===== src/design/ctenp_pkg.sv =====
// Shared constants, command codes and the command type of the console token editor.
`timescale 1ns / 1ps
package ctenp_pkg;

    localparam int TOKEN_CAPACITY = 32;
    localparam int TOK_DEPTH      = TOKEN_CAPACITY - 1;
    localparam int IDX_W          = $clog2(TOKEN_CAPACITY);
    localparam int CMDQ_DEPTH     = 4;
    localparam int QP_W           = $clog2(CMDQ_DEPTH);

    localparam logic [7:0] CH_BS    = 8'h08;
    localparam logic [7:0] CH_TAB   = 8'h09;
    localparam logic [7:0] CH_LF    = 8'h0A;
    localparam logic [7:0] CH_CR    = 8'h0D;
    localparam logic [7:0] CH_SP    = 8'h20;
    localparam logic [7:0] CH_MINUS = 8'h2D;
    localparam logic [7:0] CH_ZERO  = 8'h30;
    localparam logic [7:0] CH_NINE  = 8'h39;
    localparam logic [7:0] CH_UA    = 8'h41;
    localparam logic [7:0] CH_UF    = 8'h46;
    localparam logic [7:0] CH_UX    = 8'h58;
    localparam logic [7:0] CH_LA    = 8'h61;
    localparam logic [7:0] CH_LF_HEX = 8'h66;
    localparam logic [7:0] CH_LX    = 8'h78;
    localparam logic [7:0] CH_DEL   = 8'h7F;

    localparam logic [1:0] CONV_SDEC   = 2'd0;
    localparam logic [1:0] CONV_UDEC   = 2'd1;
    localparam logic [1:0] CONV_HEX    = 2'd2;
    localparam logic [1:0] CONV_SINGLE = 2'd3;

    // commands from front to back
    localparam logic [1:0] OP_STORE  = 2'd0;  // store ch at len, echo it
    localparam logic [1:0] OP_ERASE  = 2'd1;  // echo BS SP BS
    localparam logic [1:0] OP_LINE   = 2'd2;  // echo CR LF, parse len bytes
    localparam logic [1:0] OP_SINGLE = 2'd3;  // echo ch, finish with ch

    typedef struct packed {
        logic [1:0]       op;
        logic [7:0]       ch;
        logic [IDX_W-1:0] len;
        logic [1:0]       conv;
    } t_cmd;

endpackage


===== src/design/ctenp_front.sv =====
// Front end: classifies received bytes, tracks token length and mode, issues commands.
`timescale 1ns / 1ps
module ctenp_front (
    input  logic                i_clk,
    input  logic                i_rst_n,
    input  logic                i_valid,
    input  logic [7:0]          i_rx_char,
    input  logic [1:0]          i_conversion,
    input  logic                i_q_full,
    output logic                o_full,
    output logic                o_q_push,
    output ctenp_pkg::t_cmd     o_q_cmd
);

    logic                        r_collecting, n_collecting;
    logic [ctenp_pkg::IDX_W-1:0] r_len, n_len;
    logic [1:0]                  r_conv, n_conv;

    logic                        accept;
    logic                        blank;
    logic [ctenp_pkg::IDX_W-1:0] eff_len;
    logic [1:0]                  eff_conv;

    assign o_full = i_q_full;
    assign accept = i_valid && !i_q_full;
    assign blank  = (i_rx_char == ctenp_pkg::CH_SP) || (i_rx_char == ctenp_pkg::CH_TAB) ||
                    (i_rx_char == ctenp_pkg::CH_CR) || (i_rx_char == ctenp_pkg::CH_LF);
    // a new token starts with an empty buffer and the mode sampled now
    assign eff_len  = r_collecting ? r_len : '0;
    assign eff_conv = r_collecting ? r_conv : i_conversion;

    always_comb begin
        n_collecting = r_collecting;
        n_len        = r_len;
        n_conv       = r_conv;
        o_q_push     = 1'b0;
        o_q_cmd.op   = ctenp_pkg::OP_STORE;
        o_q_cmd.ch   = i_rx_char;
        o_q_cmd.len  = eff_len;
        o_q_cmd.conv = eff_conv;
        if (accept && !(!r_collecting && blank)) begin
            n_conv = eff_conv;
            if (!r_collecting && eff_conv == ctenp_pkg::CONV_SINGLE) begin
                o_q_push   = 1'b1;
                o_q_cmd.op = ctenp_pkg::OP_SINGLE;
            end else begin
                n_collecting = 1'b1;
                n_len        = eff_len;
                if (i_rx_char == ctenp_pkg::CH_CR || i_rx_char == ctenp_pkg::CH_LF) begin
                    o_q_push     = 1'b1;
                    o_q_cmd.op   = ctenp_pkg::OP_LINE;
                    n_collecting = 1'b0;
                end else if (i_rx_char == ctenp_pkg::CH_BS || i_rx_char == ctenp_pkg::CH_DEL) begin
                    if (eff_len != '0) begin
                        o_q_push   = 1'b1;
                        o_q_cmd.op = ctenp_pkg::OP_ERASE;
                        n_len      = eff_len - 1'b1;
                    end
                end else if (i_rx_char >= ctenp_pkg::CH_SP && i_rx_char < ctenp_pkg::CH_DEL &&
                             eff_len < ctenp_pkg::IDX_W'(ctenp_pkg::TOK_DEPTH)) begin
                    o_q_push   = 1'b1;
                    o_q_cmd.op = ctenp_pkg::OP_STORE;
                    n_len      = eff_len + 1'b1;
                end
            end
        end
    end

    always_ff @(posedge i_clk) begin
        if (!i_rst_n) begin
            r_collecting <= 1'b0;
            r_len        <= '0;
            r_conv       <= ctenp_pkg::CONV_SDEC;
        end else begin
            r_collecting <= n_collecting;
            r_len        <= n_len;
            r_conv       <= n_conv;
        end
    end

endmodule


===== src/design/ctenp_cmd_q.sv =====
// Short command queue between the front end and the back end.
`timescale 1ns / 1ps
module ctenp_cmd_q (
    input  logic            i_clk,
    input  logic            i_rst_n,
    input  logic            i_push,
    input  ctenp_pkg::t_cmd i_cmd,
    output logic            o_full,
    input  logic            i_pop,
    output ctenp_pkg::t_cmd o_cmd,
    output logic            o_empty
);

    ctenp_pkg::t_cmd             r_q [ctenp_pkg::CMDQ_DEPTH];
    logic [ctenp_pkg::QP_W-1:0]  r_wr, r_rd;
    logic [ctenp_pkg::QP_W:0]    r_cnt;
    logic                        do_push, do_pop;

    assign o_full  = (r_cnt == (ctenp_pkg::QP_W + 1)'(ctenp_pkg::CMDQ_DEPTH));
    assign o_empty = (r_cnt == '0);
    assign o_cmd   = r_q[r_rd];
    assign do_push = i_push && !o_full;
    assign do_pop  = i_pop && !o_empty;

    always_ff @(posedge i_clk) begin
        if (do_push) begin
            r_q[r_wr] <= i_cmd;
        end
    end

    always_ff @(posedge i_clk) begin
        if (!i_rst_n) begin
            r_wr  <= '0;
            r_rd  <= '0;
            r_cnt <= '0;
        end else begin
            if (do_push) begin
                r_wr <= r_wr + 1'b1;
            end
            if (do_pop) begin
                r_rd <= r_rd + 1'b1;
            end
            case ({do_push, do_pop})
                2'b10:   r_cnt <= r_cnt + 1'b1;
                2'b01:   r_cnt <= r_cnt - 1'b1;
                default: r_cnt <= r_cnt;
            endcase
        end
    end

endmodule


===== src/design/ctenp_back.sv =====
// Back end: token buffer, echo sequencer, serial token parser and result register.
`timescale 1ns / 1ps
module ctenp_back (
    input  logic            i_clk,
    input  logic            i_rst_n,
    input  ctenp_pkg::t_cmd i_q_cmd,
    input  logic            i_q_empty,
    output logic            o_q_pop,
    output logic            o_empty,
    input  logic            i_pop,
    output logic            o_kind,
    output logic [7:0]      o_echo_char,
    output logic [31:0]     o_value,
    output logic            o_matched,
    output logic            o_last
);

    localparam logic [2:0] S_IDLE = 3'd0;
    localparam logic [2:0] S_EMIT = 3'd1;
    localparam logic [2:0] S_RD   = 3'd2;
    localparam logic [2:0] S_ST   = 3'd3;
    localparam logic [2:0] S_RES  = 3'd4;

    logic [2:0]                  r_state, n_state;
    ctenp_pkg::t_cmd             r_cmd;
    logic [1:0]                  r_step;
    logic [7:0]                  r_mem [ctenp_pkg::TOK_DEPTH];
    logic [7:0]                  r_rd_data;
    logic [ctenp_pkg::IDX_W-1:0] r_pos;
    logic [31:0]                 r_acc;
    logic                        r_bad, r_has, r_neg, r_first_zero;
    logic                        r_o_valid;

    logic        em_vld, em_kind, em_ok, em_last, em_fire;
    logic [7:0]  em_ch;
    logic [31:0] em_val;
    logic        tok_ok;
    logic [7:0]  c;
    logic        is_dec, is_lhex, is_uhex;
    logic [3:0]  hex_d;
    logic [31:0] acc_dec;

    assign o_q_pop = (r_state == S_IDLE) && !i_q_empty;
    assign o_empty = !r_o_valid;
    assign tok_ok  = !r_bad && r_has;

    // parse step decode
    assign c       = r_rd_data;
    assign is_dec  = (c >= ctenp_pkg::CH_ZERO) && (c <= ctenp_pkg::CH_NINE);
    assign is_lhex = (c >= ctenp_pkg::CH_LA) && (c <= ctenp_pkg::CH_LF_HEX);
    assign is_uhex = (c >= ctenp_pkg::CH_UA) && (c <= ctenp_pkg::CH_UF);
    assign hex_d   = is_dec ? c[3:0] : c[3:0] + 4'd9;
    assign acc_dec = {r_acc[28:0], 3'b000} + {r_acc[30:0], 1'b0} + {28'd0, c[3:0]};

    always_comb begin
        em_vld  = 1'b0;
        em_kind = 1'b0;
        em_ch   = 8'd0;
        em_val  = 32'd0;
        em_ok   = 1'b0;
        em_last = 1'b0;
        case (r_state)
            S_EMIT: begin
                em_vld = 1'b1;
                case (r_cmd.op)
                    ctenp_pkg::OP_STORE: begin
                        em_ch   = r_cmd.ch;
                        em_last = 1'b1;
                    end
                    ctenp_pkg::OP_ERASE: begin
                        em_ch   = (r_step == 2'd1) ? ctenp_pkg::CH_SP : ctenp_pkg::CH_BS;
                        em_last = (r_step == 2'd2);
                    end
                    ctenp_pkg::OP_SINGLE: begin
                        if (r_step == 2'd0) begin
                            em_ch = r_cmd.ch;
                        end else begin
                            em_kind = 1'b1;
                            em_val  = {24'd0, r_cmd.ch};
                            em_ok   = 1'b1;
                            em_last = 1'b1;
                        end
                    end
                    ctenp_pkg::OP_LINE: begin
                        em_ch = (r_step == 2'd0) ? ctenp_pkg::CH_CR : ctenp_pkg::CH_LF;
                    end
                    default: begin
                        em_last = 1'b1;
                    end
                endcase
            end
            S_RES: begin
                em_vld  = 1'b1;
                em_kind = 1'b1;
                em_ok   = tok_ok;
                em_val  = tok_ok ? (r_neg ? 32'd0 - r_acc : r_acc) : 32'd0;
                em_last = 1'b1;
            end
            default: begin
                em_vld = 1'b0;
            end
        endcase
    end

    assign em_fire = em_vld && (!r_o_valid || i_pop);

    always_comb begin
        n_state = r_state;
        case (r_state)
            S_IDLE: begin
                if (!i_q_empty) begin
                    n_state = S_EMIT;
                end
            end
            S_EMIT: begin
                if (em_fire) begin
                    if (em_last) begin
                        n_state = S_IDLE;
                    end else if (r_cmd.op == ctenp_pkg::OP_LINE && r_step == 2'd1) begin
                        n_state = (r_cmd.len == '0) ? S_RES : S_RD;
                    end
                end
            end
            S_RD: n_state = S_ST;
            S_ST: n_state = ((r_pos + 1'b1) == r_cmd.len) ? S_RES : S_RD;
            S_RES: begin
                if (em_fire) begin
                    n_state = S_IDLE;
                end
            end
            default: n_state = S_IDLE;
        endcase
    end

    always_ff @(posedge i_clk) begin
        if (!i_rst_n) begin
            r_state   <= S_IDLE;
            r_o_valid <= 1'b0;
        end else begin
            r_state <= n_state;
            if (em_fire) begin
                r_o_valid <= 1'b1;
            end else if (i_pop) begin
                r_o_valid <= 1'b0;
            end
        end
    end

    // token buffer
    always_ff @(posedge i_clk) begin
        if (o_q_pop && i_q_cmd.op == ctenp_pkg::OP_STORE) begin
            r_mem[i_q_cmd.len] <= i_q_cmd.ch;
        end
        r_rd_data <= r_mem[r_pos];
    end

    always_ff @(posedge i_clk) begin
        if (o_q_pop) begin
            r_cmd  <= i_q_cmd;
            r_step <= 2'd0;
        end
        if (r_state == S_EMIT && em_fire) begin
            r_step <= r_step + 1'b1;
        end
        if (r_state == S_EMIT) begin
            r_pos        <= '0;
            r_acc        <= 32'd0;
            r_bad        <= 1'b0;
            r_has        <= 1'b0;
            r_neg        <= 1'b0;
            r_first_zero <= 1'b0;
        end
        if (r_state == S_ST) begin
            r_pos <= r_pos + 1'b1;
            if (r_pos == '0) begin
                r_first_zero <= (c == ctenp_pkg::CH_ZERO);
            end
            if (r_cmd.conv == ctenp_pkg::CONV_SDEC && r_pos == '0 &&
                c == ctenp_pkg::CH_MINUS) begin
                r_neg <= 1'b1;
            end else if (r_cmd.conv == ctenp_pkg::CONV_HEX &&
                         r_pos == ctenp_pkg::IDX_W'(1) && r_first_zero &&
                         (c == ctenp_pkg::CH_LX || c == ctenp_pkg::CH_UX)) begin
                // 0x prefix: the leading zero was not a digit after all
                r_has <= 1'b0;
                r_acc <= 32'd0;
            end else if (r_cmd.conv == ctenp_pkg::CONV_SDEC ||
                         r_cmd.conv == ctenp_pkg::CONV_UDEC) begin
                if (is_dec) begin
                    r_acc <= acc_dec;
                    r_has <= 1'b1;
                end else begin
                    r_bad <= 1'b1;
                end
            end else begin
                if (is_dec || is_lhex || is_uhex) begin
                    r_acc <= {r_acc[27:0], hex_d};
                    r_has <= 1'b1;
                end else begin
                    r_bad <= 1'b1;
                end
            end
        end
    end

    // result register
    always_ff @(posedge i_clk) begin
        if (em_fire) begin
            o_kind      <= em_kind;
            o_echo_char <= em_ch;
            o_value     <= em_val;
            o_matched   <= em_ok;
            o_last      <= em_last;
        end
    end

    a_finish_is_last: assert property (@(posedge i_clk) disable iff (!i_rst_n)
        (r_o_valid && o_kind) |-> o_last)
        else $error("finished conversion not marked last");

    a_echo_clean: assert property (@(posedge i_clk) disable iff (!i_rst_n)
        (r_o_valid && !o_kind) |-> (!o_matched && o_value == 32'd0))
        else $error("echo request carries value or match");

    a_walk_in_token: assert property (@(posedge i_clk) disable iff (!i_rst_n)
        (r_state == S_ST) |-> (r_pos < r_cmd.len))
        else $error("parser walked past token end");

    a_cmd_starts_work: assert property (@(posedge i_clk) disable iff (!i_rst_n)
        o_q_pop |=> (r_state == S_EMIT))
        else $error("command taken without starting emission");

endmodule


===== src/design/console_token_editor_number_parser.sv =====
// Top level of the console line editor with decimal and hex number parser.
//
//  channel   handshake        payload
//  input     push / full      i_rx_char, i_conversion
//  result    empty / pop      o_kind, o_echo_char, o_value, o_matched, o_last
//
// A byte is taken while not full and turned into at most one command; a 4-deep
// command queue decouples intake from the back end, so full rises only when it fills.
// The back end pops a command, then emits one result request per cycle while pop
// keeps up: the echoed byte for a store, BS SP BS for an erase, the echo and result
// for a single. A line end emits CR and LF, then does a buffer read and a parse step
// per byte, then emits the result. An unpopped result stalls the back end.
// Reset is synchronous; it empties the queue and result register and ends any token.
`timescale 1ns / 1ps
module console_token_editor_number_parser (
    input  logic        i_clk,
    input  logic        i_rst_n,
    input  logic        push,
    output logic        full,
    input  logic [7:0]  i_rx_char,
    input  logic [1:0]  i_conversion,
    output logic        empty,
    input  logic        pop,
    output logic        o_kind,
    output logic [7:0]  o_echo_char,
    output logic [31:0] o_value,
    output logic        o_matched,
    output logic        o_last
);

    ctenp_pkg::t_cmd f_cmd, q_cmd;
    logic            f_push, q_full, q_empty, q_pop;

    ctenp_front u_front (
        .i_clk        (i_clk),
        .i_rst_n      (i_rst_n),
        .i_valid      (push),
        .i_rx_char    (i_rx_char),
        .i_conversion (i_conversion),
        .i_q_full     (q_full),
        .o_full       (full),
        .o_q_push     (f_push),
        .o_q_cmd      (f_cmd)
    );

    ctenp_cmd_q u_cmd_q (
        .i_clk   (i_clk),
        .i_rst_n (i_rst_n),
        .i_push  (f_push),
        .i_cmd   (f_cmd),
        .o_full  (q_full),
        .i_pop   (q_pop),
        .o_cmd   (q_cmd),
        .o_empty (q_empty)
    );

    ctenp_back u_back (
        .i_clk       (i_clk),
        .i_rst_n     (i_rst_n),
        .i_q_cmd     (q_cmd),
        .i_q_empty   (q_empty),
        .o_q_pop     (q_pop),
        .o_empty     (empty),
        .i_pop       (pop),
        .o_kind      (o_kind),
        .o_echo_char (o_echo_char),
        .o_value     (o_value),
        .o_matched   (o_matched),
        .o_last      (o_last)
    );

endmodule


===== config.mk =====
export PLATFORM = sky130hd
export DESIGN_NAME = console_token_editor_number_parser
export DESIGN_NICKNAME = d
export VERILOG_FILES = /design/src/design/ctenp_pkg.sv /design/src/design/ctenp_front.sv /design/src/design/ctenp_cmd_q.sv /design/src/design/ctenp_back.sv /design/src/design/console_token_editor_number_parser.sv
export SDC_FILE = /design/constraint.sdc
export NUM_CORES = 1
export LEC_CHECK = 0
export BUFFER_PORTS_ARGS = -buffer_cell sky130_fd_sc_hd__clkbuf_2
export CORE_MARGIN = 2
export CORE_UTILIZATION = 45
export DETAILED_ROUTE_END_ITERATION = 8
export GPL_TIMING_DRIVEN = 0
export PLACE_DENSITY = 0.6
export SETUP_SLACK_MARGIN = 0.4
export SKIP_LAST_GASP = 1
export SLEW_MARGIN = 0
export SYNTH_ARGS = -nofsm -noshare
export SYNTH_HDL_FRONTEND = slang
export SYNTH_HIERARCHICAL = 1
export SYNTH_SLANG_ARGS = --single-unit

===== constraint.sdc =====
create_clock -name i_clk -period 5.61 [get_ports i_clk]
set_input_delay 0.8415 -clock i_clk [delete_from_list [all_inputs] [get_ports i_clk]]
set_output_delay 0.8415 -clock i_clk [all_outputs]
set_load 0.01 [all_outputs]

======== Word level (Yosys, flattened, before mapping) ========
Memory sizes are Yosys's and may differ from the RTL's. A register that Yosys moved wholly into a read port is not among the register bits.
Index checks and enable logic that the tools add are counted.
word-level totals
  flip-flop bits (word level) ............. 122
  bits in writable memories ............... 316
  input bits .............................. 14
  output and inout bits ................... 45
  word-level logic and storage cells ...... 216
  memories ................................ 2
memories
  name          depth  bits a word  read ports  clocked after memory_dff  write ports  RTL line           RTL
  u_back.r_mem  31     8            1           1                         1            ctenp_back.sv:27   logic [7:0] r_mem [ctenp_pkg::TOK_DEPTH];
  u_cmd_q.r_q   4      17           1           1                         1            ctenp_cmd_q.sv:14  ctenp_pkg::t_cmd r_q [ctenp_pkg::CMDQ_DEPTH];
cells by class
  add/sub/neg operators ................... 12
  order comparisons ....................... 9
  eq/ne operators ......................... 31
  mux-type cells .......................... 83
  bitwise gates (word level) .............. 1
  reductions and logical operators ........ 54
operators by type and width
  operator                 count
  $mux W32                 10
  $pmux W32 S2             1
  $mux W1                  38
  $mux W5                  7
  $add A32 B32 Y32         1
  $add A32 B4 Y32          1
  $eq A8 B4 Y1 const B     4
  $pmux W8 S4              1
  $sub A1 B32 Y32 const A  1
  $eq A8 B6 Y1 const B     3
  $eq A8 B7 Y1 const B     3
  $mux W3                  8
  $logic_and A1 B1 Y1      22
  $ge A8 B6 Y1 const B     2
  $ge A8 B7 Y1 const B     2
  $le A8 B7 Y1 const B     2
  $mux W2                  8
  $mux W8                  2
  $pmux W3 S5              1
  $eq A2 B2 Y1 const B     6
  $add A5 B1 Y5 const B    2
  $logic_not A5 Y1         2
  $logic_or A1 B1 Y1       10
  $eq A2 B1 Y1 const B     4
  30 further kinds         49

======== Logic depth before layout (Yosys ltp) ========
  depth in word-level cells ............... 11
  gate-level depth with buffers ........... 16
  gate-level depth less buffers ........... 14

======== By module ========
Netlist, hierarchy kept.
by module, submodules not included
  module       instances  cells each  area an instance (um2)  sequential area each (um2)
  ctenp_back   1          1235        17127.7                 10420.0
  ctenp_cmd_q  1          143         2960.3                  2222.1
  ctenp_front  1          114         839.6                   160.2

======== Worst setup path before layout ========
OpenSTA, ideal clock, no wires.
  path kind ............................... input-to-reg
  start ................................... in i_rx_char[5]
  end ..................................... reg u_cmd_q/r_cnt[2] (netlist name)
  setup time .............................. 0.070 ns
  arrival ................................. 3.463 ns
  data required time ...................... 5.540 ns
  slack ................................... 2.077 ns
  stages .................................. 13
  buffers on the path ..................... 1
  path through ............................ or4b_4 a211oi_4 a221o_4 a21oi_1 nor2b_1 buf_2 inv_2 ha_1 inv_1 fa_1 xor2_1 or3_1 a21boi_1
between the ends
  word-level cells in the longest chain between the ends .. 11
  elaborated cells between the ends (all ways) .. 28
  classes of those cells .................. order compare (2); eq/ne (8); mux (6); reduce/logical (12)
ends and longest elaborated chain
  item                                                                            RTL line                                  RTL
  from (decl)                                                                     console_token_editor_number_parser.sv:20  input logic [7:0] i_rx_char,
  $ge A8 B6 Y1, or another cell as far along                                      ctenp_front.sv:59                         end else if (i_rx_char >= ctenp_pkg::CH_SP && i_rx_char < ctenp_pkg::CH_DEL &&
  $logic_and A1 B1 Y1 / $logic_or A1 B1 Y1 (equally long branches) (2 in series)  ctenp_front.sv:59, ctenp_front.sv:26
  $mux W1 / $logic_or A1 B1 Y1 (equally long branches)                            ctenp_front.sv:59, ctenp_front.sv:27
  $mux W1 / $logic_and A1 B1 Y1 (equally long branches)                           ctenp_front.sv:53, ctenp_front.sv:41
  $mux W1 / $logic_not A1 Y1 (equally long branches)                              ctenp_front.sv:49, ctenp_front.sv:41
  $mux W1 / $logic_and A1 B1 Y1 (equally long branches)                           ctenp_front.sv:43, ctenp_front.sv:41
  $mux W1 *                                                                       ctenp_front.sv:41                         if (accept && !(!r_collecting && blank)) begin
  named net f_push                                                                console_token_editor_number_parser.sv:32  logic f_push, q_full, q_empty, q_pop;
  $logic_and A1 B1 Y1 *                                                           ctenp_cmd_q.sv:22                         assign do_push = i_push && !o_full;
  $eq A2 B1 Y1 / $eq A2 B2 Y1 (equally long branches)                             ctenp_cmd_q.sv:43                         case ({do_push, do_pop})
  $pmux W3 S2 / $reduce_bool A2 Y1 (equally long branches)                        --
  to (signal assigned)                                                            ctenp_cmd_q.sv:44                         2'b10: r_cnt <= r_cnt + 1'b1;
  to (signal assigned)                                                            ctenp_cmd_q.sv:45                         2'b01: r_cnt <= r_cnt - 1'b1;
  to (signal assigned)                                                            ctenp_cmd_q.sv:46                         default: r_cnt <= r_cnt;
  to (decl)                                                                       ctenp_cmd_q.sv:16                         logic [ctenp_pkg::QP_W:0] r_cnt;
The timed path passes the listed nets; every way through them passes the cells marked *.
A chain may end at the register's enable or synchronous reset.

======== Final worst setup path ========
  start ................................... reg u_back/r_pos[0] (netlist name)
  end ..................................... reg u_back.r_acc[29]
between the ends
  word-level cells in the longest chain between the ends .. 7
  elaborated cells between the ends (all ways) .. 10
  classes of those cells .................. eq/ne (1); mux (3); reduce/logical (6)
ends and longest elaborated chain
  item                               RTL line           RTL
  from (decl)                        ctenp_back.sv:29   logic [ctenp_pkg::IDX_W-1:0] r_pos;
  from (signal assigned)             ctenp_back.sv:174  r_pos <= r_pos + 1'b1;
  $eq A5 B1 Y1                       ctenp_back.sv:182  r_pos == ctenp_pkg::IDX_W'(1) && r_first_zero &&
  $logic_and A1 B1 Y1                ctenp_back.sv:181  end else if (r_cmd.conv == ctenp_pkg::CONV_HEX &&
  $logic_and A1 B1 Y1 (2 in series)  ctenp_back.sv:182
  $mux W32                           ctenp_back.sv:181
  $mux W32 *                         ctenp_back.sv:178  if (r_cmd.conv == ctenp_pkg::CONV_SDEC && r_pos == '0 &&
  $mux W32 *                         ctenp_back.sv:173  if (r_state == S_ST) begin
  to (signal assigned)               ctenp_back.sv:197  r_acc <= {r_acc[27:0], hex_d};
  to (decl)                          ctenp_back.sv:30   logic [31:0] r_acc;
Mark *: on every way between the ends. The rest lies on a longest branch, timed or not.

==> results_dict.tcl <==
set metrics [dict create \
    vdd_drop_max_uv 281 \
    arrival_ns 4.72 \
    cp.required_ns 6.10 \
    antenna_found_initial 1 \
    ant_nets 0 \
    drt_iter0_drc 1149 \
    drc 0 \
    syn_area_mm2 0.0209 \
    insertion_delay_ns 0.59 \
    synth.most_common_cell "edfxtp_1" \
    finalCritPeriodShare 0.753 \
    maxSlewViolCount 0 \
    dp_slack_ns 1.45 \
    met1_length_um 21600 \
    die-area_mm2 0.0482 \
    fp.coreArea_mm2 0.0463 \
    path_clk_slew_ns 0.06 \
    drt_wl_total_um 49500 \
    cts_num_sinks 448 \
    worst_slack_ns 1.39 \
    place.gp.congestion 0.887 \
    drv_cap 0 \
    syn_area_per_cell_um2 14.0 \
    leakagePower_nw 8.26 \
    cts-htree-levels 2 \
    grt_pass1_wl_um 75200 \
    via_per_inst 5.81 \
    grt_pass1_vias 12700 \
    io_buffers 58 \
    period_minus_slack_ns 4.22 \
    path_class "flop to flop" \
    cts_resized 0 \
    ios 59 \
    synth_seq_cells 448 \
    yosys.area.top_type "edfxtp_1" \
    fmax_mhz 237 \
    die_w_um 220 \
    cts_tree "yes" \
    hpwl_um 34200 \
    slew-limit-headroom 0.337 \
    grt.overflow.total 0 \
    postCtsSetupRepairBufs 0 \
    top_layer_used "met4" \
    synthArstFlopShare 0 \
    synth_ff_type "edfxtp_1" \
    yosys.area.top_type_share 0.550 \
    ys_seq_area_frac 0.612 \
    tightest_slew_ns 0.995 \
    end_kind "flop" \
    rows 79 \
    drtPass1Iterations 5 \
    p_per_area_mw_per_mm2 390 \
    dr_wl_met3_um 2610 \
    initial_core_util 0.452 \
    grt_max_degree 38 \
    yosys-top-cells-area "edfxtp_1 (55%), mux4_2 (9.6%), dfxtp_1 (6.2%)" \
    die_h_um 220 \
    synth_fp_nets 1584 \
    gr-usage-all-layers 0.206 \
    status "finished, final reports clean" \
    hold_violations 0 \
    wl_per_cell_um 22.1 \
    met2_length_um 24000 \
    final.setup_skew_ns 0.0221 \
    final.setup.tns_ns 0 \
    rsz0062_at_grt "false" \
    startpoint_type "flop" \
    cts_buffers 47 \
    holdBufCountCts 0 \
    n_fill_cell 3919 \
    drive_gt1_frac 0.171 \
    finalSetupViolCount 0 \
    yosysWarningCount 6 \
    num_vias 13000 \
    synthTopCellsByCount "edfxtp_1 (383), nor2_1 (126), nand2_1 (119), mux4_2 (89), ha_1 (75)" \
    clockBufferDepth 3 \
    root_buffer "clkbuf_16" \
    netlist_instances 1492 \
    ys_types 89 \
    crit_fanout 10 \
    synth_edf_count 383 \
    syn_to_final_growth_pct 12.2 \
    n_antenna_cell 0 \
    nets 1692 \
    min_path_type "flop to flop" \
]
-- kinds of logic after synthesis --
family | share of synthesized area
compound gates | 0.0882
flops | 0.612
mux | 0.110
fa+ha+maj | 0.0477
buf+inv | 0.0251
xor+xnor | 0.0280
simple gates | 0.0893
-- area by class of cell --
cell class	count	area, µm²	area share
Sequential cell	448	12800	0.545
Tap cell	607	759	0.0323
Timing Repair Buffer	59	310	0.0132
Clock buffer	61	1250	0.0532
Multi-Input combinational cell	926	7610	0.324
Inverter	43	161	0.00687
Clock inverter	24	230	0.00980
Buffer	75	364	0.0155
-- metal layers --
layer | track usage | up-vias
met5 | 0 | -
met4 | 0.0617 | 0
met3 | 0.0265 | 98
met2 | 0.346 | 404
met1 | 0.283 | 6550
li1 | - | 5974
-- registers in the layout, summed over array words and instances, names as in the netlist, named ones only --
signal and cells:
u_front/r_len 5, u_back/r_state 3, u_cmd_q/r_q 68, u_back/o_value 32, u_back/o_last 1, u_back/c 8
u_cmd_q/r_cnt 3, u_back/r_mem 248, u_back/r_bad 1, u_front/r_conv 2, u_cmd_q/r_wr 2, u_back/r_step 2
u_cmd_q/r_rd 2, u_back/r_o_valid 1, u_back/r_has 1, u_back/r_cmd 17, u_back/r_acc 32, u_back/r_neg 1
u_back/r_first_zero 1, u_back/o_matched 1, u_front/r_collecting 1, u_back/o_echo_char 8, u_back/o_kind 1, u_back/r_pos 5
-- report_power, final --
| part | internal [mW] | switching, mW |
|---|---|---|
| clock network | 1.72 | 1.27 |
| logic | 0.744 | 1.26 |
| registers | 4.01 | 0.154 |
| total | 6.48 | 2.69 |
-- worst paths after layout --
path | startpoint | end | slack [ns] | depth (start not counted)
max reg2reg | u_back/r_pos[0] | u_back/r_acc[29] | 1.39 | 14
max | u_back/r_pos[0] | u_back/r_acc[29] | 1.39 | 14
min | u_back/r_bad | u_back/r_bad | 0.47 | 2
min reg2reg | u_back/r_bad | u_back/r_bad | 0.47 | 2
-- cells in the final DEF (no fill, tap or decap), types with 10 or more instances in the layout --
cell       netlist  final
edfxtp_1       383    383
nor2_1         126    126
nand2_1        119    119
mux4_2          89     89
ha_1            75     75
o21ai_0         70     70
dfxtp_1         65     65
a21oi_1         62     62
clkbuf_2         0     58
clkbuf_1        43     56
clkbuf_16        0     48
xor2_1          44     44
inv_1           41     41
xnor2_1         23     23
nor3_1          20     20
a21o_1          18     18
nand3_1         16     16
mux2i_1         15     15
a22oi_1         14     14
mux2_2          13     13
and2_1          12     12
o22ai_1         12     12
nor2b_1         13     12
buf_2           11     11
nand2b_1        10     10
nor4_1          10     10
o31ai_1         10     10
a31oi_1         10     10
buf_4           10     10
and3_1          10     10
-- critical path, stage by stage (launching register included) --
cell      delay (ns)
edfxtp_1        0.39
clkbuf_1        0.28
buf_2           0.43
buf_4           0.32
buf_2           0.36
inv_1           0.08
ha_1            0.19
nor3b_1         0.14
and4_1          0.25
nor2_2          0.33
nand2_1         0.20
o22ai_1         0.57
buf_2           0.38
a22oi_1         0.10
o31ai_1         0.08
-- stage by stage --
stage	utilization	instances	power (mW)	hold slack [ns]	instance area, µm²
floorplan	-	1492	5.53	0.428	20900
global placement	0.475	2157	6.21	0.448	22000
detailed placement	0.476	2158	6.25	0.455	22000
CTS	0.508	2243	9.26	0.470	23500
global route	0.508	2243	9.57	0.483	23500
finish	0.508	2243	9.17	0.468	23500
Power figures use the tool's default switching activity.
